<file path="src/rtl/rau_pkg.sv">
// shared types and constants for the rational arithmetic unit
`timescale 1ns / 1ps
package rau_pkg;

  typedef enum logic [2:0] {
    OP_ADD   = 3'd0,
    OP_SUB   = 3'd1,
    OP_MUL   = 3'd2,
    OP_MIXED = 3'd3,
    OP_GCD   = 3'd4
  } op_t;

  typedef enum logic [1:0] {
    KIND_REDUCE = 2'd0,
    KIND_MIXED  = 2'd1,
    KIND_GCD    = 2'd2,
    KIND_ZERO   = 2'd3
  } kind_t;

  typedef enum logic [2:0] {
    ST_IDLE,
    ST_MOD,
    ST_MOD_WAIT,
    ST_DIVN,
    ST_DIVN_WAIT,
    ST_DIVD,
    ST_DIVD_WAIT,
    ST_DONE
  } be_state_t;

  localparam int unsigned QDEPTH = 2;

endpackage

</file>
<file path="src/rtl/rational_arithmetic_unit_top.sv">
// top level of the rational arithmetic unit
`timescale 1ns / 1ps
// Adds, subtracts or multiplies two signed fractions and reduces the result by a
// Euclidean gcd, splits a fraction into whole part and remainder, or returns the
// signed gcd of two numerators. The front end registers the cross products and
// parks them in a two-entry queue; the back end runs every remainder
// and reduction division on one shared restoring divider of 2*OPERAND_WIDTH+2
// bits, one quotient bit a cycle. Each euclid step is one division, and a
// reduction adds two more divisions. A finished result waits in an output
// register while the next item starts.
module rational_arithmetic_unit_top
  import rau_pkg::*;
#(
  parameter int unsigned OPERAND_WIDTH = 16
) (
  input  logic                            clk,
  input  logic                            rst_n,
  input  logic                            in_push,
  output logic                            in_full,
  input  logic [2:0]                      in_operation,
  input  logic signed [OPERAND_WIDTH-1:0] in_first_numerator,
  input  logic signed [OPERAND_WIDTH-1:0] in_first_denominator,
  input  logic signed [OPERAND_WIDTH-1:0] in_second_numerator,
  input  logic signed [OPERAND_WIDTH-1:0] in_second_denominator,
  output logic                            out_empty,
  input  logic                            out_pop,
  output logic signed [2*OPERAND_WIDTH-1:0] out_result_numerator,
  output logic signed [2*OPERAND_WIDTH-2:0] out_result_denominator,
  output logic signed [OPERAND_WIDTH-1:0]   out_whole_number
);

  logic in_ready, q_valid, q_pop;
  kind_t q_kind;
  logic signed [2*OPERAND_WIDTH+1:0] q_num, q_den;

  assign in_full = !in_ready;

  rau_front #(.OW(OPERAND_WIDTH)) u_front (
    .clk     (clk),
    .rst_n   (rst_n),
    .in_valid(in_push),
    .in_ready(in_ready),
    .op      (in_operation),
    .an      (in_first_numerator),
    .ad      (in_first_denominator),
    .bn      (in_second_numerator),
    .bd      (in_second_denominator),
    .q_valid (q_valid),
    .q_pop   (q_pop),
    .q_kind  (q_kind),
    .q_num   (q_num),
    .q_den   (q_den)
  );

  rau_back #(.OW(OPERAND_WIDTH)) u_back (
    .clk      (clk),
    .rst_n    (rst_n),
    .q_valid  (q_valid),
    .q_pop    (q_pop),
    .q_kind   (q_kind),
    .q_num    (q_num),
    .q_den    (q_den),
    .out_empty(out_empty),
    .out_pop  (out_pop),
    .out_num  (out_result_numerator),
    .out_den  (out_result_denominator),
    .out_whole(out_whole_number)
  );

endmodule

</file>
<file path="src/rtl/rau_div.sv">
// iterative signed divider, one quotient bit per cycle, truncating
`timescale 1ns / 1ps
module rau_div
  import rau_pkg::*;
#(
  parameter int unsigned W = 34
) (
  input  logic                clk,
  input  logic                rst_n,
  input  logic                start,
  input  logic signed [W-1:0] dividend,
  input  logic signed [W-1:0] divisor,
  output logic                done,
  output logic signed [W-1:0] quotient,
  output logic signed [W-1:0] remainder
);

  localparam int unsigned CW = $clog2(W + 1);

  logic [W-1:0]  rem_r, rem_nxt;
  logic [W-1:0]  quo_r, quo_nxt;
  logic [W-1:0]  dsr_r, dsr_nxt;
  logic          qneg_r, qneg_nxt, rneg_r, rneg_nxt;
  logic [CW-1:0] cnt_r, cnt_nxt;
  logic          busy_r, busy_nxt, done_r, done_nxt;
  logic [W:0]    trial;
  logic [W-1:0]  shifted;

  always_comb begin
    rem_nxt  = rem_r;
    quo_nxt  = quo_r;
    dsr_nxt  = dsr_r;
    qneg_nxt = qneg_r;
    rneg_nxt = rneg_r;
    cnt_nxt  = cnt_r;
    busy_nxt = busy_r;
    done_nxt = 1'b0;
    shifted  = {rem_r[W-2:0], quo_r[W-1]};
    trial    = {1'b0, shifted} - {1'b0, dsr_r};
    if (start) begin
      rem_nxt  = '0;
      quo_nxt  = dividend[W-1] ? W'(-dividend) : dividend;
      dsr_nxt  = divisor[W-1] ? W'(-divisor) : divisor;
      qneg_nxt = dividend[W-1] ^ divisor[W-1];
      rneg_nxt = dividend[W-1];
      cnt_nxt  = CW'(W);
      busy_nxt = 1'b1;
    end else if (busy_r) begin
      // restoring step
      if (!trial[W] || rem_r[W-1]) begin
        rem_nxt = trial[W-1:0];
        quo_nxt = {quo_r[W-2:0], 1'b1};
      end else begin
        rem_nxt = shifted;
        quo_nxt = {quo_r[W-2:0], 1'b0};
      end
      cnt_nxt = cnt_r - 1'b1;
      if (cnt_r == CW'(1)) begin
        busy_nxt = 1'b0;
        done_nxt = 1'b1;
      end
    end
  end

  always_ff @(posedge clk) begin
    if (!rst_n) begin
      busy_r <= 1'b0;
      done_r <= 1'b0;
      cnt_r  <= '0;
    end else begin
      busy_r <= busy_nxt;
      done_r <= done_nxt;
      cnt_r  <= cnt_nxt;
    end
    rem_r  <= rem_nxt;
    quo_r  <= quo_nxt;
    dsr_r  <= dsr_nxt;
    qneg_r <= qneg_nxt;
    rneg_r <= rneg_nxt;
  end

  assign done      = done_r;
  assign quotient  = qneg_r ? W'(-quo_r) : quo_r;
  assign remainder = rneg_r ? W'(-rem_r) : rem_r;

endmodule

</file>
<file path="src/rtl/rau_front.sv">
// front end: decode operation and form products into a short queue
`timescale 1ns / 1ps
module rau_front
  import rau_pkg::*;
#(
  parameter int unsigned OW = 16
) (
  input  logic                   clk,
  input  logic                   rst_n,
  input  logic                   in_valid,
  output logic                   in_ready,
  input  logic [2:0]             op,
  input  logic signed [OW-1:0]   an,
  input  logic signed [OW-1:0]   ad,
  input  logic signed [OW-1:0]   bn,
  input  logic signed [OW-1:0]   bd,
  output logic                   q_valid,
  input  logic                   q_pop,
  output kind_t                  q_kind,
  output logic signed [2*OW+1:0] q_num,
  output logic signed [2*OW+1:0] q_den
);

  localparam int unsigned XW = 2 * OW + 2;
  localparam int unsigned PW = $clog2(QDEPTH);

  // stage 1: products registered
  logic                  s1_v_r;
  kind_t                 s1_kind_r, kind_c;
  logic signed [2*OW-1:0] p1_r, p2_r, p3_r;
  logic signed [OW-1:0]  an_r, ad_r;
  logic signed [OW:0]    bn_x;

  kind_t         qk_r [QDEPTH];
  logic [XW-1:0] qn_r [QDEPTH];
  logic [XW-1:0] qd_r [QDEPTH];
  logic [PW-1:0] wp_r, rp_r;
  logic [PW:0]   cnt_r;
  logic          push_q;
  logic signed [XW-1:0] num_c, den_c;

  assign bn_x = (op == OP_SUB) ? -(OW + 1)'(bn) : (OW + 1)'(bn);

  always_comb begin
    case (op)
      OP_ADD, OP_SUB, OP_MUL: kind_c = KIND_REDUCE;
      OP_MIXED:               kind_c = KIND_MIXED;
      OP_GCD:                 kind_c = KIND_GCD;
      default:                kind_c = KIND_ZERO;
    endcase
  end

  // stage 1 holds one item; accept only when queue has room for it
  assign in_ready = !s1_v_r && (cnt_r < (PW + 1)'(QDEPTH));
  assign push_q   = s1_v_r;

  always_ff @(posedge clk) begin
    if (!rst_n) begin
      s1_v_r <= 1'b0;
    end else begin
      s1_v_r <= in_valid && in_ready;
    end
    if (in_valid && in_ready) begin
      s1_kind_r <= kind_c;
      if (op == OP_MUL) begin
        p1_r <= an * bn;
        p2_r <= '0;
      end else if (kind_c == KIND_GCD) begin
        p1_r <= '0;
        p2_r <= (2*OW)'(bn);
      end else begin
        p1_r <= (2*OW)'(an * bd);
        p2_r <= (2*OW)'(bn_x * ad);
      end
      p3_r <= ad * bd;
      an_r <= an;
      ad_r <= ad;
    end
  end

  always_comb begin
    num_c = '0;
    den_c = '0;
    case (s1_kind_r)
      KIND_REDUCE: begin
        num_c = XW'(p1_r) + XW'(p2_r);
        den_c = XW'(p3_r);
      end
      KIND_MIXED: begin
        num_c = XW'(an_r);
        den_c = XW'(ad_r);
      end
      KIND_GCD: begin
        num_c = XW'(an_r);
        den_c = XW'(p2_r);
      end
      default: begin
        num_c = '0;
        den_c = '0;
      end
    endcase
  end

  always_ff @(posedge clk) begin
    if (!rst_n) begin
      wp_r  <= '0;
      rp_r  <= '0;
      cnt_r <= '0;
    end else begin
      if (push_q) wp_r <= wp_r + 1'b1;
      if (q_pop)  rp_r <= rp_r + 1'b1;
      cnt_r <= cnt_r + (PW + 1)'(push_q) - (PW + 1)'(q_pop);
    end
    if (push_q) begin
      qk_r[wp_r] <= s1_kind_r;
      qn_r[wp_r] <= num_c;
      qd_r[wp_r] <= den_c;
    end
  end

  assign q_valid = cnt_r != '0;
  assign q_kind  = qk_r[rp_r];
  assign q_num   = qn_r[rp_r];
  assign q_den   = qd_r[rp_r];

endmodule

</file>
<file path="src/rtl/rau_back.sv">
// back end: euclid gcd, reduction and mixed split on one shared divider
`timescale 1ns / 1ps
module rau_back
  import rau_pkg::*;
#(
  parameter int unsigned OW = 16
) (
  input  logic                   clk,
  input  logic                   rst_n,
  input  logic                   q_valid,
  output logic                   q_pop,
  input  kind_t                  q_kind,
  input  logic signed [2*OW+1:0] q_num,
  input  logic signed [2*OW+1:0] q_den,
  output logic                   out_empty,
  input  logic                   out_pop,
  output logic signed [2*OW-1:0] out_num,
  output logic signed [2*OW-2:0] out_den,
  output logic signed [OW-1:0]   out_whole
);

  localparam int unsigned XW = 2 * OW + 2;

  be_state_t st_r, st_nxt;
  kind_t     kind_r, kind_nxt;
  logic signed [XW-1:0] n_r, n_nxt, d_r, d_nxt;
  logic signed [XW-1:0] big_r, big_nxt, sml_r, sml_nxt, g_r, g_nxt;
  logic signed [2*OW-1:0] on_r, on_nxt;
  logic signed [2*OW-2:0] od_r, od_nxt;
  logic signed [OW-1:0]   ow_r, ow_nxt;
  logic                   full_r, full_nxt;
  logic                   dv_start;
  logic signed [XW-1:0]   dv_a, dv_b, dv_q, dv_r;
  logic                   dv_done;

  rau_div #(.W(XW)) u_div (
    .clk      (clk),
    .rst_n    (rst_n),
    .start    (dv_start),
    .dividend (dv_a),
    .divisor  (dv_b),
    .done     (dv_done),
    .quotient (dv_q),
    .remainder(dv_r)
  );

  always_ff @(posedge clk) begin
    if (!rst_n) begin
      st_r   <= ST_IDLE;
      full_r <= 1'b0;
    end else begin
      st_r   <= st_nxt;
      full_r <= full_nxt;
    end
    kind_r <= kind_nxt;
    n_r    <= n_nxt;
    d_r    <= d_nxt;
    big_r  <= big_nxt;
    sml_r  <= sml_nxt;
    g_r    <= g_nxt;
    on_r   <= on_nxt;
    od_r   <= od_nxt;
    ow_r   <= ow_nxt;
  end

  always_comb begin
    st_nxt   = st_r;
    kind_nxt = kind_r;
    n_nxt    = n_r;
    d_nxt    = d_r;
    big_nxt  = big_r;
    sml_nxt  = sml_r;
    g_nxt    = g_r;
    on_nxt   = on_r;
    od_nxt   = od_r;
    ow_nxt   = ow_r;
    full_nxt = full_r && !out_pop;
    q_pop    = 1'b0;
    dv_start = 1'b0;
    dv_a     = big_r;
    dv_b     = sml_r;
    case (st_r)
      ST_IDLE: begin
        if (q_valid) begin
          q_pop    = 1'b1;
          kind_nxt = q_kind;
          n_nxt    = q_num;
          d_nxt    = q_den;
          if (q_kind == KIND_MIXED) begin
            big_nxt = q_num;
            sml_nxt = q_den;
            st_nxt  = (q_den == '0) ? ST_DONE : ST_MOD;
          end else if (q_kind == KIND_ZERO) begin
            st_nxt = ST_DONE;
          end else if (q_num == '0 || q_den == '0) begin
            // gcd is the other operand
            g_nxt  = (q_num == '0) ? q_den : q_num;
            st_nxt = (q_kind == KIND_REDUCE) ? ST_DIVN : ST_DONE;
          end else begin
            big_nxt = (q_num > q_den) ? q_num : q_den;
            sml_nxt = (q_num > q_den) ? q_den : q_num;
            st_nxt  = ST_MOD;
          end
        end
      end
      ST_MOD: begin
        dv_start = 1'b1;
        st_nxt   = ST_MOD_WAIT;
      end
      ST_MOD_WAIT: begin
        if (dv_done) begin
          if (kind_r == KIND_MIXED) begin
            st_nxt = ST_DONE;
          end else if (dv_r == '0) begin
            g_nxt  = sml_r;
            st_nxt = (kind_r == KIND_REDUCE) ? ST_DIVN : ST_DONE;
          end else begin
            big_nxt = sml_r;
            sml_nxt = dv_r;
            st_nxt  = ST_MOD;
          end
        end
      end
      ST_DIVN: begin
        if (g_r == '0) begin
          st_nxt = ST_DONE;
        end else begin
          dv_a     = n_r;
          dv_b     = g_r[XW-1] ? -g_r : g_r;
          dv_start = 1'b1;
          st_nxt   = ST_DIVN_WAIT;
        end
      end
      ST_DIVN_WAIT: begin
        if (dv_done) begin
          n_nxt  = dv_q;
          st_nxt = ST_DIVD;
        end
      end
      ST_DIVD: begin
        dv_a     = d_r;
        dv_b     = g_r[XW-1] ? -g_r : g_r;
        dv_start = 1'b1;
        st_nxt   = ST_DIVD_WAIT;
      end
      ST_DIVD_WAIT: begin
        if (dv_done) begin
          d_nxt  = dv_q;
          st_nxt = ST_DONE;
        end
      end
      ST_DONE: begin
        if (!full_r || out_pop) begin
          full_nxt = 1'b1;
          on_nxt   = '0;
          od_nxt   = '0;
          ow_nxt   = '0;
          case (kind_r)
            KIND_REDUCE: begin
              on_nxt = n_r[2*OW-1:0];
              od_nxt = d_r[2*OW-2:0];
            end
            KIND_MIXED: begin
              od_nxt = d_r[2*OW-2:0];
              if (d_r != '0) begin
                on_nxt = dv_r[2*OW-1:0];
                ow_nxt = dv_q[OW-1:0];
              end
            end
            KIND_GCD: on_nxt = g_r[2*OW-1:0];
            default: ;
          endcase
          st_nxt = ST_IDLE;
        end
      end
      default: st_nxt = ST_IDLE;
    endcase
  end

  assign out_empty = !full_r;
  assign out_num   = on_r;
  assign out_den   = od_r;
  assign out_whole = ow_r;

endmodule
</file>
<file path="config.mk">
export PLATFORM = sky130hd
export DESIGN_NAME = rational_arithmetic_unit_top
export DESIGN_NICKNAME = d
export VERILOG_FILES = /design/src/rtl/rau_pkg.sv /design/src/rtl/rational_arithmetic_unit_top.sv /design/src/rtl/rau_div.sv /design/src/rtl/rau_front.sv /design/src/rtl/rau_back.sv
export SDC_FILE = /design/constraint.sdc
export NUM_CORES = 2
export LEC_CHECK = 0
export ABC_AREA = 1
export BUFFER_PORTS_ARGS = -buffer_cell sky130_fd_sc_hd__buf_2
export CORE_MARGIN = 2
export CORE_UTILIZATION = 55
export CTS_CLUSTER_SIZE = 25
export DETAILED_ROUTE_END_ITERATION = 16
export HOLD_SLACK_MARGIN = 0.06
export PLACE_DENSITY = 0.71
export SLEW_MARGIN = 30
export SYNTH_ARGS = -nofsm -noshare
export SYNTH_HDL_FRONTEND = slang
export SYNTH_SLANG_ARGS = --single-unit
</file>
<file path="constraint.sdc">
create_clock -name clk -period 14.45 [get_ports clk]
set_input_delay 1.445 -clock clk [delete_from_list [all_inputs] [get_ports clk]]
set_output_delay 1.445 -clock clk [all_outputs]
set_load 0.1 [all_outputs]
</file>
==> results_tabular.tex <==
\begin{tabular}{lr}
\hline
Metric & Value \\
\hline
\multicolumn{2}{l}{\textbf{Run status}} \\
Run status & finished clean \\
\multicolumn{2}{l}{\textbf{Placed design}} \\
Placed Area & 80600 µm² \\
I/O Buffers & 151 \\
Setup WS pre-CTS & 4.74 ns \\
Final weighted congestion of routability-driven global placement & 1.00 \\
Final HPWL DP & 193000 µm \\
\multicolumn{2}{l}{\textbf{Clocking}} \\
Clock sink count & 637 \\
H-tree levels & 3 \\
Clock tree from TritonCTS & done \\
Post-CTS setup repair buffer count & 0 \\
Cell at the root of the clock tree & clkbuf\_16 \\
Maximum number of buffers from clock root to sink & 3 \\
Post-CTS Resized & 0 \\
CTS Hold Bufs & 0 \\
Worst skew pair latency & 0.67 ns \\
Clk slew on worst S/H paths & 0.06 ns \\
Number of buffers inserted during clock tree synthesis & 73 \\
\multicolumn{2}{l}{\textbf{Die}} \\
Core area & 141000 µm² \\
Die X-Extent & 381 µm \\
DIE HEIGHT & 381 µm \\
Io pins & 152 \\
Site Rows & 138 \\
Starting density of the core & 55.3\% \\
Die Footprint & 145000 µm² \\
\multicolumn{2}{l}{\textbf{Job}} \\
Max-cap check violation count & 0 \\
\multicolumn{2}{l}{\textbf{Global routing}} \\
Via count of the first global-routing pass & 66.2k \\
Global-route usage over all layers & 34.1\% \\
Maximum number of pins on one net before global-route repair & 97 \\
Overall overflow remaining after global route & 0 \\
Initial antenna violation count & 22 \\
Wire length of the first global-routing pass & 378000 µm \\
\multicolumn{2}{l}{\textbf{Synth}} \\
Per-instance average area after synthesis & 8.09 µm² \\
Portion of the post-synthesis area used by sequential elements & 23.8\% \\
Synth warn & 0 \\
Leading register cell type out of synthesis & edfxtp\_1 \\
Async SR Flop Fraction & 0\% \\
Post-Synthesis Cells & 9651 \\
Most area-hungry cell type in the Yosys netlist & fa\_1 \\
Count of flip-flops with a built-in enable after synthesis & 585 \\
Post-synth top cells & nand2\_1, inv\_1, fa\_1, nor2\_1, edfxtp\_1 \\
Post-synth net total & 11.2k \\
Area share of the largest cell type after synthesis & 27.1\% \\
Top area cells in the synthesized netlist & fa\_1, edfxtp\_1, nand2\_1, inv\_1, ha\_1 \\
Number of different library cells in the post-synthesis netlist & 66 \\
\#FFs+latches synth & 637 \\
Most frequent cell after synthesis & nand2\_1 \\
Cell Area, Synth & 78100 µm² \\
\multicolumn{2}{l}{\textbf{Timing}} \\
Final setup fails & 0 \\
Final period util & 63.3\% \\
Max-Slew Margin vs Limit & 27.5\% \\
Final critical delay including setup and external delays & 9.15 ns \\
Setup ws final & 5.30 ns \\
Worst hold slack across all endpoints & 0.461 ns \\
Unrepaired setup endpoints after global routing & false \\
Transition time at the pin with the least slew margin & 1.08 ns \\
Total negative slack & 0 ns \\
Final slew viol count & 0 \\
Maximum frequency from static timing analysis & 109 MHz \\
Final Hold Violating Endpoints & 0 \\
Fin Clk Skew & 0.0390 ns \\
\multicolumn{2}{l}{\textbf{Setup path}} \\
Worst R2R Setup Slack & 8.87 ns \\
Delay contributed by the slowest stage of the critical path & 0.57 ns \\
Critical path's slowest cell & fa\_1 \\
Startpoint type of the worst setup path & input port \\
End point of the critical path & u\_front.p2\_r[28]\$\_SDFFCE\_PP0P\_ \\
Reg2reg path depth & 17 \\
Reg2Reg Capture Point & u\_back.sml\_r[8]\$\_DFFE\_PP\_ \\
Nature of the critical path endpoint & flop \\
Crit path DAT & 9.51 ns \\
Class of the most critical setup path & input port to flop \\
Worst-path fanout max & 32 \\
Required time reported for the critical path endpoint & 14.81 ns \\
Timing startpoint of the critical path & in\_second\_numerator[0] \\
\multicolumn{2}{l}{\textbf{Finish}} \\
Finished Cell Area & 83000 µm² \\
Share of layout cells above drive strength 1 & 4.91\% \\
Growth of design area from synthesis to finish & 6.26\% \\
Nets & 11.2k \\
\multicolumn{2}{l}{\textbf{Hold path}} \\
Worst hold stages & 1 \\
Worst hold-check path type & flop to flop \\
\multicolumn{2}{l}{\textbf{Route}} \\
Vias & 64.9k \\
Final routed wire length divided by cell count & 21.3 µm \\
DRC viols & 0 \\
Aggregate routed wire length & 247000 µm \\
TritonRoute pass-1 iters & 6 \\
Via/cell ratio & 5.61 \\
DRC violation total after the first TritonRoute iteration & 6296 \\
Antenna violation net count after detailed routing & 0 \\
\hline
\end{tabular}
==> flip-flops by register name (all words and copies together), names as in the netlist, 3 cells and up, named ones only <==
| register | count |
|---|---|
| u_front.qn_r | 66 |
| u_back.d_r | 34 |
| u_back.out_den | 31 |
| u_back.u_div.quo_r | 34 |
| u_front.p1_r | 32 |
| u_back.u_div.rem_r | 34 |
| u_front.an_r | 16 |
| u_front.qk_r | 4 |
| u_back.sml_r | 34 |
| u_back.n_r | 34 |
| u_back.g_r | 34 |
| u_back.u_div.cnt_r | 6 |
| u_back.out_whole | 16 |
| u_back.big_r | 34 |
| u_back.u_div.dsr_r | 34 |
| u_front.qd_r | 64 |
| u_back.out_num | 32 |
| u_back.st_r | 3 |
| u_front.p3_r | 32 |
| u_front.p2_r | 32 |
| u_front.ad_r | 16 |
==> worst max-delay path, delay by kind of cell <==
kind	cells	cell delay [ns]
adder cells (fa/ha/maj)	8	3.38
AND/OR/NAND/NOR	14	2.47
buffers and inverters	10	1.28
AO/OA/AOI/OAI	5	0.75
XOR/XNOR	1	0.16
==> how the worst min path moves through the flow <==
stage | start | endpoint | slack, ns
after detailed placement | u_front.rp_r$_SDFFE_PN0P_ | flop | 0.44
final | u_front.rp_r$_SDFFE_PN0P_ | flop | 0.46
after floorplan | u_front.rp_r$_SDFFE_PN0P_ | flop | 0.43
after global routing | u_front.rp_r$_SDFFE_PN0P_ | flop | 0.50
after global placement | u_front.rp_r$_SDFFE_PN0P_ | flop | 0.43
after CTS | u_front.rp_r$_SDFFE_PN0P_ | flop | 0.45
==> stage by stage <==
stage	utilization [%]	std cells
after floorplan	-	9651
final	58.7	11581
after global placement	57.1	11436
after detailed placement	57.1	11436
after CTS	58.7	11569
after global routing	58.7	11576
==> per-layer routing <==
layer | wire [µm] | up-vias | GRT usage, % | part of all wire (%)
met5 | 92 | - | 0 | 0.037
li1 | - | 29556 | - | -
met2 | 118000 | 3200 | 57.3 | 48
met3 | 20900 | 754 | 5.38 | 8.5
met4 | 17000 | 14 | 20.2 | 6.9
met1 | 91000 | 31419 | 41.4 | 37
==> cell type report <==
type / count / area (µm²)
Fill cell: 12817 / 58300
Multi-Input combinational cell: 6407 / 49700
Sequential cell: 637 / 18600
Inverter: 2253 / 8460
Tap cell: 1890 / 2360
Clock buffer: 88 / 1890
Timing Repair Buffer: 249 / 1500
Clock inverter: 45 / 439
Antenna cell: 12 / 30.0
==> kinds of logic after synthesis <==
logic type | count (synthesis) | share of synthesized area [%]
compound gates | 1220 | 8.71
flops | 637 | 23.8
simple gates | 3447 | 17.9
mux | 3 | 0.0385
buf+inv | 2607 | 12.7
xor+xnor | 237 | 2.66
fa+ha+maj | 1500 | 34.2
==> layout by cell type, fill, tap and decap left out, drive strengths merged, types with 5 or more instances in the layout <==
cell type,instances
or2,24
nor2,654
o221ai,32
diode,12
nand3b,12
o21a,26
inv,2253
clkinv,34
a31oi,16
nand2,2308
a21boi,5
a211oi,5
o21bai,17
ha,442
o31ai,8
xnor2,80
clkinvlp,7
nor4,33
edfxtp,585
nand3,280
xor2,157
o21ai,622
a21oi,371
a21o,19
clkbuf,88
a221oi,5
o211ai,71
nand4,75
nor3,50
buf,249
fa,1058
dfxtp,52
Power is left out: the tool's default activity adds up to more than one toggle a clock period on the data nets, which glitch-free logic cannot reach.
